**src/hw/rtl/cbm_pkg.sv**
```systemverilog
`timescale 1ns / 1ps
package cbm_pkg;

    localparam int PRG_RAM_BYTES = 8192;
    localparam int MAX_PRG_BANKS = 32;
    localparam int PRG_RAM_AW    = $clog2(PRG_RAM_BYTES);
    localparam int BANK_CNT_W    = 6;

    localparam logic [BANK_CNT_W-1:0] BANK_CNT_RESET = 6'd32;
    localparam int RESET_BANKS = (32 > MAX_PRG_BANKS) ? MAX_PRG_BANKS : 32;
    localparam logic [5:0] PRG_SECOND_LAST_RESET = 6'((2 * RESET_BANKS - 2) % 64);
    localparam logic [5:0] PRG_LAST_RESET        = 6'((2 * RESET_BANKS - 1) % 64);

    localparam logic [2:0] ACT_CPU_RD = 3'd0;
    localparam logic [2:0] ACT_CPU_WR = 3'd1;
    localparam logic [2:0] ACT_PPU_RD = 3'd2;
    localparam logic [2:0] ACT_PPU_WR = 3'd3;
    localparam logic [2:0] ACT_TICK   = 3'd4;

    localparam logic [1:0] REG_BANK   = 2'd0;
    localparam logic [1:0] REG_MIRROR = 2'd1;
    localparam logic [1:0] REG_IRQ    = 2'd2;
    localparam logic [1:0] REG_ENABLE = 2'd3;

    typedef struct packed {
        logic        handled;
        logic        ram_hit;
        logic [18:0] mapped_address;
        logic        irq_active;
        logic        mirror_horizontal;
        logic        ram_rd;
    } res_t;

    typedef struct packed {
        logic                  we;
        logic                  re;
        logic [PRG_RAM_AW-1:0] addr;
        logic [7:0]            wdata;
    } ram_req_t;

    typedef struct packed {
        logic        handled;
        logic        ram_hit;
        logic [18:0] mapped_address;
        logic [7:0]  read_data;
        logic        irq_active;
        logic        mirror_horizontal;
    } out_t;

endpackage

```
**src/hw/rtl/cbm_outq.sv**
```systemverilog
`timescale 1ns / 1ps
module cbm_outq (
    input  logic          clk,
    input  logic          rst_n,
    input  logic          acc,
    input  cbm_pkg::res_t res,
    input  logic [7:0]    ram_rdata,
    input  logic          out_stall,
    output logic          in_stall,
    output logic          out_valid,
    output cbm_pkg::out_t out_item
);

    import cbm_pkg::*;

    logic  s1_valid_reg, s1_valid_next;
    res_t  s1_res_reg;
    logic  head_valid_reg, head_valid_next;
    out_t  head_reg, head_next;
    logic  skid_valid_reg, skid_valid_next;
    out_t  skid_reg, skid_next;
    out_t  s1_item;
    logic  pop, push;

    assign pop      = head_valid_reg && !out_stall;
    assign push     = s1_valid_reg && (!skid_valid_reg || pop);
    assign in_stall = s1_valid_reg && !push;

    always_comb
    begin
        s1_item.handled           = s1_res_reg.handled;
        s1_item.ram_hit           = s1_res_reg.ram_hit;
        s1_item.mapped_address    = s1_res_reg.mapped_address;
        s1_item.read_data         = s1_res_reg.ram_rd ? ram_rdata : 8'd0;
        s1_item.irq_active        = s1_res_reg.irq_active;
        s1_item.mirror_horizontal = s1_res_reg.mirror_horizontal;
    end

    always_comb
    begin
        head_valid_next = head_valid_reg;
        head_next       = head_reg;
        skid_valid_next = skid_valid_reg;
        skid_next       = skid_reg;
        if (pop)
        begin
            if (skid_valid_reg)
            begin
                head_next       = skid_reg;
                skid_valid_next = push;
                skid_next       = s1_item;
            end
            else
            begin
                head_valid_next = push;
                head_next       = s1_item;
            end
        end
        else if (push)
        begin
            if (head_valid_reg)
            begin
                skid_valid_next = 1'b1;
                skid_next       = s1_item;
            end
            else
            begin
                head_valid_next = 1'b1;
                head_next       = s1_item;
            end
        end
        if (acc)
        begin
            s1_valid_next = 1'b1;
        end
        else if (push)
        begin
            s1_valid_next = 1'b0;
        end
        else
        begin
            s1_valid_next = s1_valid_reg;
        end
    end

    always_ff @(posedge clk or negedge rst_n)
    begin
        if (!rst_n)
        begin
            s1_valid_reg   <= 1'b0;
            head_valid_reg <= 1'b0;
            skid_valid_reg <= 1'b0;
        end
        else
        begin
            s1_valid_reg   <= s1_valid_next;
            head_valid_reg <= head_valid_next;
            skid_valid_reg <= skid_valid_next;
        end
    end

    always_ff @(posedge clk)
    begin
        if (acc)
        begin
            s1_res_reg <= res;
        end
        head_reg <= head_next;
        skid_reg <= skid_next;
    end

    assign out_valid = head_valid_reg;
    assign out_item  = head_reg;

endmodule

```
**config.mk**
```make
export PLATFORM = sky130hd
export DESIGN_NAME = cbm_outq
export DESIGN_NICKNAME = d
export VERILOG_FILES = /design/src/hw/rtl/cbm_pkg.sv /design/src/hw/rtl/cbm_outq.sv
export SDC_FILE = /design/constraint.sdc
export NUM_CORES = 1
export LEC_CHECK = 0
export ABC_AREA = 1
export BUFFER_PORTS_ARGS = -buffer_cell sky130_fd_sc_hd__buf_2
export CAP_MARGIN = 10
export CORE_MARGIN = 2
export CORE_UTILIZATION = 27
export DETAILED_ROUTE_END_ITERATION = 8
export PLACE_DENSITY = 0.51
export SKIP_LAST_GASP = 1
export SLEW_MARGIN = 25
export SYNTH_ARGS = -nofsm -noshare
export SYNTH_HDL_FRONTEND = slang
export SYNTH_SLANG_ARGS = --single-unit
```
**constraint.sdc**
```tcl
create_clock -name clk -period 9.4 [get_ports clk]
set_input_delay 1.41 -clock clk [delete_from_list [all_inputs] [get_ports clk]]
set_output_delay 1.41 -clock clk [all_outputs]
set_load 0.02 [all_outputs]
```
==> results.sh <==
export IMPL_postCtsSetupRepairBufs=0
export IMPL_syn_to_final_growth_pct=23.6
export IMPL_wl_per_cell_um=14.0
export IMPL_cts_resized=0
export IMPL_clk_path_buf_depth=2
export IMPL_seq_area_frac_synth_pct=80.3
export IMPL_cp_arrival_ns=2.58
export IMPL_numCtsBuffers=9
export IMPL_cp_data_required_time_ns=7.99
export IMPL_rsz0062_at_grt="false"
export IMPL_route_detailed_drc=0
export IMPL_dieArea_um2=13200
export IMPL_pre_cts_slack_ns=5.40
export IMPL_ir_drop_mv=0.0734
export IMPL_min_path_type="reg -> reg"
export IMPL_start_util_pct=27.6
export IMPL_die_h_um=115
export IMPL_drv_slew=0
export IMPL_portBuffers=68
export IMPL_p_per_area_nw_per_um2=312
export IMPL_clock_skew_ns=0.00693
export IMPL_cts_tree="yes"
export IMPL_core_area_um2=12000
export IMPL_setup_tns_ns=0
export IMPL_htreeDepth=3
export IMPL_tightest_slew_ns=0.894
export IMPL_grt_pass1_vias=1893
export IMPL_dp_hpwl_mm=3.81
export IMPL_postRouteAntennaNets=0
export IMPL_drt_first_pass_iters=4
export IMPL_routed_via_density=4.33
export IMPL_worst_path_largest_cell_delay_ns=0.46
export IMPL_fin_crit_sh_pct=42.4
export IMPL_grt_max_degree=38
export IMPL_routed_wl_mm=6.29
export IMPL_setup_viol=0
export IMPL_root_buffer="clkbuf_16"
export IMPL_path_cells="buf_2, inv_2, nand2_1, nand3_1, inv_1, buf_2"
export IMPL_antenna_found_initial=0
export IMPL_hold_viol=0
export IMPL_path_max_fanout=35
export IMPL_crit_top_cell="buf_2"
export IMPL_ys_types=13
export IMPL_clk_pin_slew_ns=0.06
export IMPL_max_cap_violations=0
export IMPL_critical_path_slowest_cell="inv_2"
export IMPL_syn_area_um2=3310
export IMPL_via_count=1948
export IMPL_worstSetupPathType="in -> out"
export IMPL_postSynthAreaPerCell_um2=14.3
export IMPL_cts_hold_buffers=0
export IMPL_cellLeakagePower_uw=0.00170
export IMPL_ys_ff_latch=89
export IMPL_setup_slack_ns=5.41
export IMPL_fmax_ghz=0.251
export IMPL_gr_total_overflow=0
export IMPL_die_w_um=115
export IMPL_place_congestion=0.672
export IMPL_nets=334
export IMPL_regToRegSetupSlack_ns=7.24
export IMPL_relSlewSlack_pct=40.2
export IMPL_status="complete, no violations"
export IMPL_whs_ns=0.445
export IMPL_power_uw=1280
export IMPL_synthCells=231
export IMPL_grt_pass1_wl_mm=9.85
export IMPL_io_pins=69
export IMPL_crit_path_end_kind="output port"
export IMPL_fin_util_pct=34.1
export IMPL_diodes=0
export IMPL_drive_gt1_share_pct=28.4
export IMPL_ys_warn_count=0
export IMPL_rows=40
export IMPL_track_usage_pct=10.1
export IMPL_critPathLaunchType="primary input"
export IMPL_drtIter0Drc=149
export IMPL_syn_nets=267
export IMPL_fin_crit_ns=3.99
export IMPL_clock_latency_ns=0.33
export IMPL_cts_sinks=89
layout by cell type, fill, tap and decap left out, types with 2 or more instances in the layout:
master      n
nand3_1     2
buf_2      68
clkbuf_16   9
nand2_1    78
dfrtp_1     3
inv_1      11
buf_4       2
edfxtp_1   86
nand4_1    31
clkbuf_1    5
worst max-delay path: cells and delay by family:
family	cells	cell delay (ns)
AND/OR/NAND/NOR	2	0.40
buffers and inverters	4	0.76
power breakdown:
part           total, µW  switching (µW)  internal (µW)
Combinational        326             240           86.3
Sequential           607            29.3            578
Clock                343             136            207
logic make-up (layout without fill, tap and decap cells):
| logic type | count (synthesis) | after routing | synth area share (%) |
|---|---|---|---|
| AO/OA/AOI/OAI | 2 | 2 | 0.302 |
| buffers and inverters | 27 | 99 | 4.01 |
| flip-flops | 89 | 89 | 80.3 |
| AND/OR/NAND/NOR | 113 | 113 | 15.4 |
metal layers:
layer / share of wire (%) / track usage [%] / vias up
li1: - / - / 964
met1: 47 / 13.7 / 916
met2: 45 / 14.8 / 58
met3: 5.6 / 2.74 / 10
met4: 2.0 / 5.30 / 0
met5: 0 / 0 / -
cells in the mapped netlist:
master	count	area, µm²
o21ai_0	1	5.00
nand4_1	31	194
nand3_2	1	10.0
a21oi_1	1	5.00
nand3_1	2	10.0
inv_2	1	3.75
nand2_1	78	293
edfxtp_1	86	2580
dfrtp_1	3	75.1
inv_1	11	41.3
nor2_1	1	3.75
buf_4	5	37.5
buf_2	10	50.1
metrics by stage:
| step | cell area [µm²] | cells |
|---|---|---|
| 2_1_floorplan | 3310 | 231 |
| 4_1_cts | 4060 | 449 |
| 3_3_place_gp | 3780 | 433 |
| 3_5_place_dp | 3780 | 433 |
| 5_1_grt | 4090 | 450 |
| 6_report | 4090 | 450 |
final cells by class:
class	instances	area, µm²
Fill cell	1178	7920
Sequential cell	89	2660
Multi-Input combinational cell	115	539
Timing Repair Buffer	71	383
Clock buffer	14	244
Tap cell	147	184
Inverter	12	45.0
Clock inverter	2	38.8
worst paths after layout:
kind	startpoint	end	depth (start not counted)
worst max-delay path	out_stall	in_stall	6
worst min-delay path	s1_item[29]	skid_reg[29]	0
worst max register to register	skid_valid_reg	skid_reg[18]	5
worst min register to register	s1_item[29]	skid_reg[29]	0
max in group asynchronous	rst_n	skid_valid_reg	1
min in group asynchronous	rst_n	s1_valid_reg	1
(Power assumes the default switching activity.)
